**src/alle_pkg.sv**
```systemverilog
// ----------------------------------------------------------------------------
// alle_pkg
// Shared sizes, codes and word types of the array linked list engine.
// ----------------------------------------------------------------------------
package alle_pkg;

  localparam int SLOTS = 16;
  localparam int IDX_W = $clog2(SLOTS);
  localparam int CNT_W = $clog2(SLOTS + 1);
  localparam int VAL_W = 32;
  localparam int OP_W  = 3;
  localparam int ST_W  = 2;

  localparam logic [OP_W-1:0] OP_INSERT = 3'd0;
  localparam logic [OP_W-1:0] OP_REMOVE = 3'd1;
  localparam logic [OP_W-1:0] OP_MODIFY = 3'd2;
  localparam logic [OP_W-1:0] OP_SEARCH = 3'd3;
  localparam logic [OP_W-1:0] OP_COUNT  = 3'd4;

  localparam logic [ST_W-1:0] ST_OK        = 2'd0;
  localparam logic [ST_W-1:0] ST_NOT_FOUND = 2'd1;
  localparam logic [ST_W-1:0] ST_FULL      = 2'd2;

  typedef struct packed {
    logic [OP_W-1:0]         op;
    logic signed [VAL_W-1:0] value;
    logic signed [VAL_W-1:0] new_value;
  } in_word_t;

  typedef struct packed {
    logic [ST_W-1:0]         status;
    logic [IDX_W-1:0]        position;
    logic signed [VAL_W-1:0] node_value;
    logic [CNT_W-1:0]        element_count;
    logic                    is_empty;
    logic                    last;
  } out_word_t;

  typedef struct packed {
    logic             full;
    logic [IDX_W-1:0] slot;
  } free_info_t;

endpackage

```
**src/alle_ram.sv**
```systemverilog
// ----------------------------------------------------------------------------
// alle_ram
// Simple dual-port RAM: one write port, one read port, registered read data.
// ----------------------------------------------------------------------------
module alle_ram #(
  parameter int DEPTH = 16,
  parameter int WIDTH = 32,
  localparam int AW   = $clog2(DEPTH)
) (
  input  logic             clk,
  input  logic             we,
  input  logic [AW-1:0]    waddr,
  input  logic [WIDTH-1:0] wdata,
  input  logic [AW-1:0]    raddr,
  output logic [WIDTH-1:0] rdata
);

  logic [WIDTH-1:0] mem [DEPTH];

  always_ff @(posedge clk) begin
    if (we) begin
      mem[waddr] <= wdata;
    end
    rdata <= mem[raddr];
  end

endmodule

```
**src/alle_free_find.sv**
```systemverilog
// ----------------------------------------------------------------------------
// alle_free_find
// Priority encoder: lowest slot whose used bit is clear, or a full flag.
// ----------------------------------------------------------------------------
module alle_free_find (
  input  logic [alle_pkg::SLOTS-1:0] used,
  output alle_pkg::free_info_t       info
);

  always_comb begin
    info.full = 1'b1;
    info.slot = '0;
    // scan downward so the lowest free slot wins
    for (int i = alle_pkg::SLOTS - 1; i >= 0; i--) begin
      if (!used[i]) begin
        info.full = 1'b0;
        info.slot = alle_pkg::IDX_W'(i);
      end
    end
  end

endmodule

```
**src/array_linked_list_engine.sv**
```systemverilog
// ----------------------------------------------------------------------------
// array_linked_list_engine
// Singly linked list held in a slot table: insert, remove, modify, search.
// ----------------------------------------------------------------------------
// Insert and query count stay in the idle state: busy stays low and the single
// result word appears on the cycle after start. Remove, modify and search walk
// the list one node per cycle through the value and link RAMs, so busy is high
// while up to node_count nodes are visited, and in S_FIN when a search matches
// on the tail after an earlier match; an empty list answers at once. Results
// are presented for exactly one cycle with out_valid and cannot be held off;
// a search yields one word per match, at most one per cycle, with last set on
// the final word of each command. No clearing pass is needed after reset.
module array_linked_list_engine (
  input  logic                 clk,
  input  logic                 rst_n,
  input  logic                 start,
  output logic                 busy,
  input  alle_pkg::in_word_t   in_data,
  output logic                 out_valid,
  output alle_pkg::out_word_t  out_data
);

  localparam int SLOTS = alle_pkg::SLOTS;
  localparam int IDX_W = alle_pkg::IDX_W;
  localparam int CNT_W = alle_pkg::CNT_W;
  localparam int VAL_W = alle_pkg::VAL_W;
  localparam int OP_W  = alle_pkg::OP_W;
  localparam int ST_W  = alle_pkg::ST_W;

  typedef enum logic [1:0] {S_IDLE, S_WALK, S_FIN} state_t;

  state_t              state_r, state_nxt;
  logic [IDX_W-1:0]    head_r, head_nxt;
  logic [IDX_W-1:0]    tail_r, tail_nxt;
  logic [CNT_W-1:0]    count_r, count_nxt;
  logic [SLOTS-1:0]    used_r, used_nxt;
  logic [OP_W-1:0]     op_r, op_nxt;
  logic [VAL_W-1:0]    key_r, key_nxt;
  logic [VAL_W-1:0]    nv_r, nv_nxt;
  logic [IDX_W-1:0]    idx_r, idx_nxt;
  logic [IDX_W-1:0]    prev_r, prev_nxt;
  logic [CNT_W-1:0]    k_r, k_nxt;
  logic                pend_vld_r, pend_vld_nxt;
  logic [IDX_W-1:0]    pend_pos_r, pend_pos_nxt;
  logic                out_valid_r, out_valid_nxt;
  alle_pkg::out_word_t out_data_r, out_data_nxt;

  logic                val_we;
  logic [IDX_W-1:0]    val_wa;
  logic [VAL_W-1:0]    val_wd;
  logic [VAL_W-1:0]    val_rd;
  logic                lnk_we;
  logic [IDX_W-1:0]    lnk_wa;
  logic [IDX_W-1:0]    lnk_wd;
  logic [IDX_W-1:0]    lnk_rd;
  logic [IDX_W-1:0]    raddr;

  alle_pkg::free_info_t free;
  logic                 match;
  logic                 at_end;
  logic [CNT_W-1:0]     cnt_dec;

  alle_free_find u_free (
    .used (used_r),
    .info (free)
  );

  alle_ram #(.DEPTH(SLOTS), .WIDTH(VAL_W)) u_val_ram (
    .clk   (clk),
    .we    (val_we),
    .waddr (val_wa),
    .wdata (val_wd),
    .raddr (raddr),
    .rdata (val_rd)
  );

  alle_ram #(.DEPTH(SLOTS), .WIDTH(IDX_W)) u_lnk_ram (
    .clk   (clk),
    .we    (lnk_we),
    .waddr (lnk_wa),
    .wdata (lnk_wd),
    .raddr (raddr),
    .rdata (lnk_rd)
  );

  function automatic alle_pkg::out_word_t make_out(
    input logic [ST_W-1:0]  st,
    input logic [IDX_W-1:0] pos,
    input logic [VAL_W-1:0] val,
    input logic [CNT_W-1:0] cnt,
    input logic             lst
  );
    alle_pkg::out_word_t o;
    o.status        = st;
    o.position      = pos;
    o.node_value    = val;
    o.element_count = cnt;
    o.is_empty      = (cnt == '0);
    o.last          = lst;
    return o;
  endfunction

  assign match   = (val_rd == key_r);
  assign at_end  = ((k_r + CNT_W'(1)) == count_r);
  assign cnt_dec = count_r - CNT_W'(1);

  always_comb begin
    state_nxt     = state_r;
    head_nxt      = head_r;
    tail_nxt      = tail_r;
    count_nxt     = count_r;
    used_nxt      = used_r;
    op_nxt        = op_r;
    key_nxt       = key_r;
    nv_nxt        = nv_r;
    idx_nxt       = idx_r;
    prev_nxt      = prev_r;
    k_nxt         = k_r;
    pend_vld_nxt  = pend_vld_r;
    pend_pos_nxt  = pend_pos_r;
    out_valid_nxt = 1'b0;
    out_data_nxt  = out_data_r;
    val_we        = 1'b0;
    val_wa        = idx_r;
    val_wd        = nv_r;
    lnk_we        = 1'b0;
    lnk_wa        = tail_r;
    lnk_wd        = free.slot;
    raddr         = lnk_rd;

    unique case (state_r)
      S_IDLE: begin
        raddr = head_r;
        if (start) begin
          out_valid_nxt = 1'b1;
          unique case (in_data.op)
            alle_pkg::OP_INSERT: begin
              if (free.full) begin
                out_data_nxt = make_out(alle_pkg::ST_FULL, '0, '0, count_r, 1'b1);
              end else begin
                val_we = 1'b1;
                val_wa = free.slot;
                val_wd = in_data.value;
                // link after the old tail, or start a fresh list
                if (count_r != '0) begin
                  lnk_we = 1'b1;
                end else begin
                  head_nxt = free.slot;
                end
                tail_nxt            = free.slot;
                used_nxt[free.slot] = 1'b1;
                count_nxt           = count_r + CNT_W'(1);
                out_data_nxt = make_out(alle_pkg::ST_OK, free.slot, in_data.value,
                                        count_r + CNT_W'(1), 1'b1);
              end
            end
            alle_pkg::OP_REMOVE, alle_pkg::OP_MODIFY, alle_pkg::OP_SEARCH: begin
              if (count_r == '0) begin
                out_data_nxt = make_out(alle_pkg::ST_NOT_FOUND, '0, '0, count_r, 1'b1);
              end else begin
                out_valid_nxt = 1'b0;
                op_nxt        = in_data.op;
                key_nxt       = in_data.value;
                nv_nxt        = in_data.new_value;
                idx_nxt       = head_r;
                prev_nxt      = head_r;
                k_nxt         = '0;
                pend_vld_nxt  = 1'b0;
                state_nxt     = S_WALK;
              end
            end
            default: begin
              out_data_nxt = make_out(alle_pkg::ST_OK, '0, '0, count_r, 1'b1);
            end
          endcase
        end
      end

      S_WALK: begin
        // val_rd/lnk_rd belong to idx_r; read of the following node is issued now
        prev_nxt = idx_r;
        idx_nxt  = lnk_rd;
        k_nxt    = k_r + CNT_W'(1);
        unique case (op_r)
          alle_pkg::OP_MODIFY: begin
            if (match) begin
              val_we        = 1'b1;
              out_valid_nxt = 1'b1;
              out_data_nxt  = make_out(alle_pkg::ST_OK, idx_r, nv_r, count_r, 1'b1);
              state_nxt     = S_IDLE;
            end else if (at_end) begin
              out_valid_nxt = 1'b1;
              out_data_nxt  = make_out(alle_pkg::ST_NOT_FOUND, '0, '0, count_r, 1'b1);
              state_nxt     = S_IDLE;
            end
          end
          alle_pkg::OP_REMOVE: begin
            if (match) begin
              used_nxt[idx_r] = 1'b0;
              count_nxt       = cnt_dec;
              if (cnt_dec == '0) begin
                head_nxt = '0;
                tail_nxt = '0;
              end else begin
                if (k_r == '0) begin
                  head_nxt = lnk_rd;
                end else begin
                  lnk_we = 1'b1;
                  lnk_wa = prev_r;
                  lnk_wd = lnk_rd;
                end
                if (at_end) begin
                  tail_nxt = prev_r;
                end
              end
              out_valid_nxt = 1'b1;
              out_data_nxt  = make_out(alle_pkg::ST_OK, idx_r, key_r, cnt_dec, 1'b1);
              state_nxt     = S_IDLE;
            end else if (at_end) begin
              out_valid_nxt = 1'b1;
              out_data_nxt  = make_out(alle_pkg::ST_NOT_FOUND, '0, '0, count_r, 1'b1);
              state_nxt     = S_IDLE;
            end
          end
          alle_pkg::OP_SEARCH: begin
            // one match is held back so the final word can carry last
            if (match) begin
              pend_vld_nxt = 1'b1;
              pend_pos_nxt = idx_r;
              if (pend_vld_r) begin
                out_valid_nxt = 1'b1;
                out_data_nxt  = make_out(alle_pkg::ST_OK, pend_pos_r, key_r, count_r, 1'b0);
                if (at_end) begin
                  state_nxt = S_FIN;
                end
              end else if (at_end) begin
                out_valid_nxt = 1'b1;
                out_data_nxt  = make_out(alle_pkg::ST_OK, idx_r, key_r, count_r, 1'b1);
                state_nxt     = S_IDLE;
              end
            end else if (at_end) begin
              out_valid_nxt = 1'b1;
              if (pend_vld_r) begin
                out_data_nxt = make_out(alle_pkg::ST_OK, pend_pos_r, key_r, count_r, 1'b1);
              end else begin
                out_data_nxt = make_out(alle_pkg::ST_NOT_FOUND, '0, '0, count_r, 1'b1);
              end
              state_nxt = S_IDLE;
            end
          end
          default: begin
            state_nxt = S_IDLE;
          end
        endcase
      end

      S_FIN: begin
        out_valid_nxt = 1'b1;
        out_data_nxt  = make_out(alle_pkg::ST_OK, pend_pos_r, key_r, count_r, 1'b1);
        state_nxt     = S_IDLE;
      end

      default: begin
        state_nxt = S_IDLE;
      end
    endcase
  end

  always_ff @(posedge clk) begin
    op_r       <= op_nxt;
    key_r      <= key_nxt;
    nv_r       <= nv_nxt;
    idx_r      <= idx_nxt;
    prev_r     <= prev_nxt;
    k_r        <= k_nxt;
    pend_pos_r <= pend_pos_nxt;
    out_data_r <= out_data_nxt;
    if (!rst_n) begin
      state_r     <= S_IDLE;
      head_r      <= '0;
      tail_r      <= '0;
      count_r     <= '0;
      used_r      <= '0;
      pend_vld_r  <= 1'b0;
      out_valid_r <= 1'b0;
    end else begin
      state_r     <= state_nxt;
      head_r      <= head_nxt;
      tail_r      <= tail_nxt;
      count_r     <= count_nxt;
      used_r      <= used_nxt;
      pend_vld_r  <= pend_vld_nxt;
      out_valid_r <= out_valid_nxt;
    end
  end

  assign busy      = (state_r != S_IDLE);
  assign out_valid = out_valid_r;
  assign out_data  = out_data_r;

endmodule
```
**config.mk**
```make
export PLATFORM = sky130hd
export DESIGN_NAME = array_linked_list_engine
export DESIGN_NICKNAME = d
export VERILOG_FILES = /design/src/alle_pkg.sv /design/src/alle_ram.sv /design/src/alle_free_find.sv /design/src/array_linked_list_engine.sv
export SDC_FILE = /design/constraint.sdc
export NUM_CORES = 1
export LEC_CHECK = 0
export BUFFER_PORTS_ARGS = -buffer_cell sky130_fd_sc_hd__buf_4
export CAP_MARGIN = 0
export CORE_UTILIZATION = 30
export DETAILED_ROUTE_END_ITERATION = 16
export PLACE_DENSITY = 0.46
export SLEW_MARGIN = 20
export SYNTH_ARGS = -nofsm -noshare
export SYNTH_HDL_FRONTEND = slang
export SYNTH_SLANG_ARGS = --single-unit
export TNS_END_PERCENT = 10
```
**constraint.sdc**
```tcl
create_clock -name clk -period 7.6 [get_ports clk]
set_clock_uncertainty 0.05 [all_clocks]
set_input_delay 1.14 -clock clk [delete_from_list [all_inputs] [get_ports clk]]
set_output_delay 1.14 -clock clk [all_outputs]
set_load 0.005 [all_outputs]
```
==> results.py <==
metrics = {
    "critical_path": {
        "cp_top_family": "simple AND/OR/NAND/NOR gates",
        "worstPathArrival_ns": 5.02,
        "required_ns": 7.87,
        "worstRegToRegCells": 7,
        "worstSetupEndpointType": "flip-flop",
        "cp_max_fo": 20,
        "r2r-start": "key_r[13]",
        "r2r-end": "u_lnk_ram.mem[11][1]",
        "worst_setup_path_start_kind": "flip-flop",
        "r2r_setup_slack_ns": 2.85,
        "path_buf_inv": 0,
        "crit_type": "reg -> reg",
        "cpPeakStageDelay_ns": 1.04,
        "slowest_stage": "nor3_2",
        "path_cells": "xor2_1 -> nor4_2 -> and4_1 -> nand2_1 -> nor3_2 -> a31oi_1 -> nor2_1",
    },
    "synth": {
        "async_flop_share_pct": 0,
        "yosysUniqueCellTypes": 76,
        "syn_avg_cell_area_um2": 16.1,
        "ys_ff_latch": 774,
        "synthesis.nets": 2053,
        "netlist_top_cells_area": "edfxtp_1 (66%), mux4_2 (10%), dfxtp_1 (4.3%), nand2_1 (2.8%), a22oi_1 (1.6%)",
        "yosys.area.top_type": "edfxtp_1",
        "ys_warn_count": 0,
        "synth_ff_type": "edfxtp_1",
        "ys_seq_area_share_pct": 70.8,
        "synth_cells": 1972,
        "synth_common_cells": "edfxtp_1 (705), nand2_1 (239), mux4_2 (144)",
        "synth_top_area_share_pct": 66.5,
        "syn_area_um2": 31800,
        "synth_most_common_cell": "edfxtp_1",
        "synth_edf_count": 705,
    },
    "sta": {
        "fmax_mhz": 211,
        "final.min_clock_period_ns": 4.75,
        "maxSlewHeadroom_pct": 16.7,
        "setup-tns-final_ns": 0,
        "period_share_pct": 62.5,
        "worst_pin_slew_ns": 1.25,
        "final_hold_viol_count": 0,
        "worst_slack_ns": 2.85,
        "rsz0062_at_grt": "no",
        "drv_slew": 0,
        "setup_viol": 0,
    },
    "hold_path": {
        "holdPathStages": 2,
        "min_from": "used_r[12]",
        "hold_class": "reg -> reg",
        "min_to": "used_r[12]",
    },
    "clock_network": {
        "clockRootBuffer": "clkbuf_16",
        "cts_setup_buffers": 0,
        "cts_buffers": 88,
        "postCtsHoldBufs": 0,
        "cts-resized-gates": 0,
        "cts.path.max_buffers": 3,
        "clkTransAtPathRegs_ns": 0.06,
        "tritoncts": "yes",
        "clock-sinks": 774,
        "clock_latency_ns": 0.67,
        "htree_num_levels": 3,
    },
    "final_layout": {
        "area_delta_synth_final_pct": 18.2,
        "nFillCells": 9885,
        "nets": 2201,
        "n_antenna_cell": 0,
        "final_cell_area_um2": 37600,
        "drive_gt1_share_pct": 22.5,
    },
    "floorplan": {
        "start_util_pct": 30.2,
        "die_width_um": 328,
        "die_h_um": 328,
        "die_area_um2": 107000,
        "core_region_area_um2": 105000,
        "pin_count": 117,
        "rows": 119,
    },
    "routing": {
        "drt_pre_antenna_iters": 7,
        "avgViaCountPerCell": 5.23,
        "via_count": 18800,
        "drtIter0Drc": 1737,
        "wl_per_cell_um": 25.7,
        "drt-total-wl_um": 92100,
        "ant_nets": 0,
        "drc": 0,
    },
    "global_route": {
        "grt_pass1_vias": 19200,
        "track_usage_pct": 17.1,
        "grt_max_degree": 72,
        "grt_pass1_wl_um": 135000,
        "overflow": 0,
        "antenna_found_initial": 2,
    },
    "placed_design": {
        "dpl_worst_slack_ns": 2.37,
        "place_congestion": 0.838,
        "dpl_cell_area_um2": 34700,
        "dpl.hpwl_um": 58100,
        "numPortBuffers": 116,
    },
    "run_status": {
        "status": "finished, final reports clean",
    },
    "pwr": {
        "power_mw": 9.38,
        "ir_drop_uv": 162,
        "p_per_area_nw_per_um2": 249,
        "p_leak_nw": 12.5,
    },
    "flow_run": {
        "maxCapViolations": 0,
    },
}
==> where the power goes <==
part | leakage (nW) | internal, mW | switching [mW]
Combinational | 3.99 | 0.165 | 0.253
Clock | 1.42 | 2.49 | 1.76
Sequential | 7.08 | 4.68 | 0.0440
Total | 12.5 | 7.33 | 2.05
==> cell type report <==
type / instances / area (µm²) / share of cell area [%]
Clock buffer: 124 / 2430 / 6.45
Multi-Input combinational cell: 1034 / 8880 / 23.6
Clock inverter: 42 / 492 / 1.31
Timing Repair Buffer: 168 / 1340 / 3.56
Sequential cell: 774 / 22600 / 59.9
Tap cell: 1391 / 1740 / 4.62
Inverter: 54 / 203 / 0.539
==> metal layers <==
layer | GRT usage, % | up-vias | wire length, µm
li1 | - | 8147 | -
met1 | 24.7 | 9762 | 42700
met2 | 26.5 | 734 | 42000
met3 | 3.19 | 115 | 5870
met4 | 4.45 | 2 | 1570
met5 | 0 | - | 13
==> registers in the layout, summed over array words and instances (netlist names), 16 cells and up <==
register,cells
key_r,32
u_val_ram.rdata,32
nv_r,32
u_lnk_ram.mem,64
u_val_ram.mem,512
used_r,16
out_data,45
==> worst max path at each step <==
stage,startpoint,to,slack [ns],cells past startpoint
floorplan,in_data[64],u_val_ram.mem[1][0],1.26,6
global placement,in_data[64],u_val_ram.mem[15][1],2.49,9
detailed placement,in_data[64],u_val_ram.mem[14][1],2.37,9
CTS,key_r[1],u_lnk_ram.mem[11][2],2.69,7
global route,key_r[13],u_lnk_ram.mem[11][0],2.75,7
finish,key_r[13],u_lnk_ram.mem[11][1],2.85,7
==> layout by cell type, fill, tap and decap left out, types with 8 or more instances in the layout <==
| cell | n |
|---|---|
| a22oi_1 | 69 |
| ha_1 | 11 |
| clkbuf_1 | 27 |
| nor4_1 | 11 |
| and3_1 | 10 |
| clkbuf_8 | 9 |
| nand3_1 | 20 |
| nor2_1 | 61 |
| o221ai_1 | 31 |
| xor2_1 | 35 |
| o21ai_0 | 39 |
| nor3_1 | 8 |
| a31oi_1 | 54 |
| clkinv_2 | 16 |
| mux4_2 | 144 |
| o31ai_1 | 10 |
| clkbuf_16 | 88 |
| nor2_4 | 15 |
| mux2i_1 | 11 |
| dfxtp_1 | 69 |
| a21oi_1 | 45 |
| buf_4 | 163 |
| edfxtp_1 | 705 |
| nand2_1 | 238 |
| a211oi_1 | 43 |
| inv_1 | 53 |
| nand4_1 | 12 |
| nand4b_1 | 10 |
| and2_1 | 39 |
==> logic make-up (layout without fill, tap and decap cells) <==
logic type | count (synthesis) | after routing | synth area share (%)
AOI/OAI and AO/OA | 341 | 341 | 7.53
DFF | 774 | 774 | 70.8
muxes | 160 | 160 | 10.7
and+or+nand+nor | 480 | 480 | 7.13
xor gates and xnor gates | 42 | 42 | 1.29
adders and majority gates | 11 | 11 | 0.432
buffers and inverters | 164 | 388 | 2.09
==> worst reg2reg max path: stages (launching register included) <==
cell and delay [ns]:
edfxtp_1 0.44, xor2_1 0.18, nor4_2 0.86, and4_1 0.44, nand2_1 0.54, nor3_2 1.04
a31oi_1 0.42, nor2_1 0.42
==> per-stage QoR <==
step / hold slack [ns] / util [%] / std cells
after floorplan: 0.422 / - / 1972
after global placement: 0.450 / 32.9 / 3418
after detailed placement: 0.459 / 33.0 / 3421
after CTS: 0.469 / 35.7 / 3587
after global routing: 0.483 / 35.7 / 3587
final: 0.472 / 35.7 / 3587
Power figures use the tool's default switching activity.
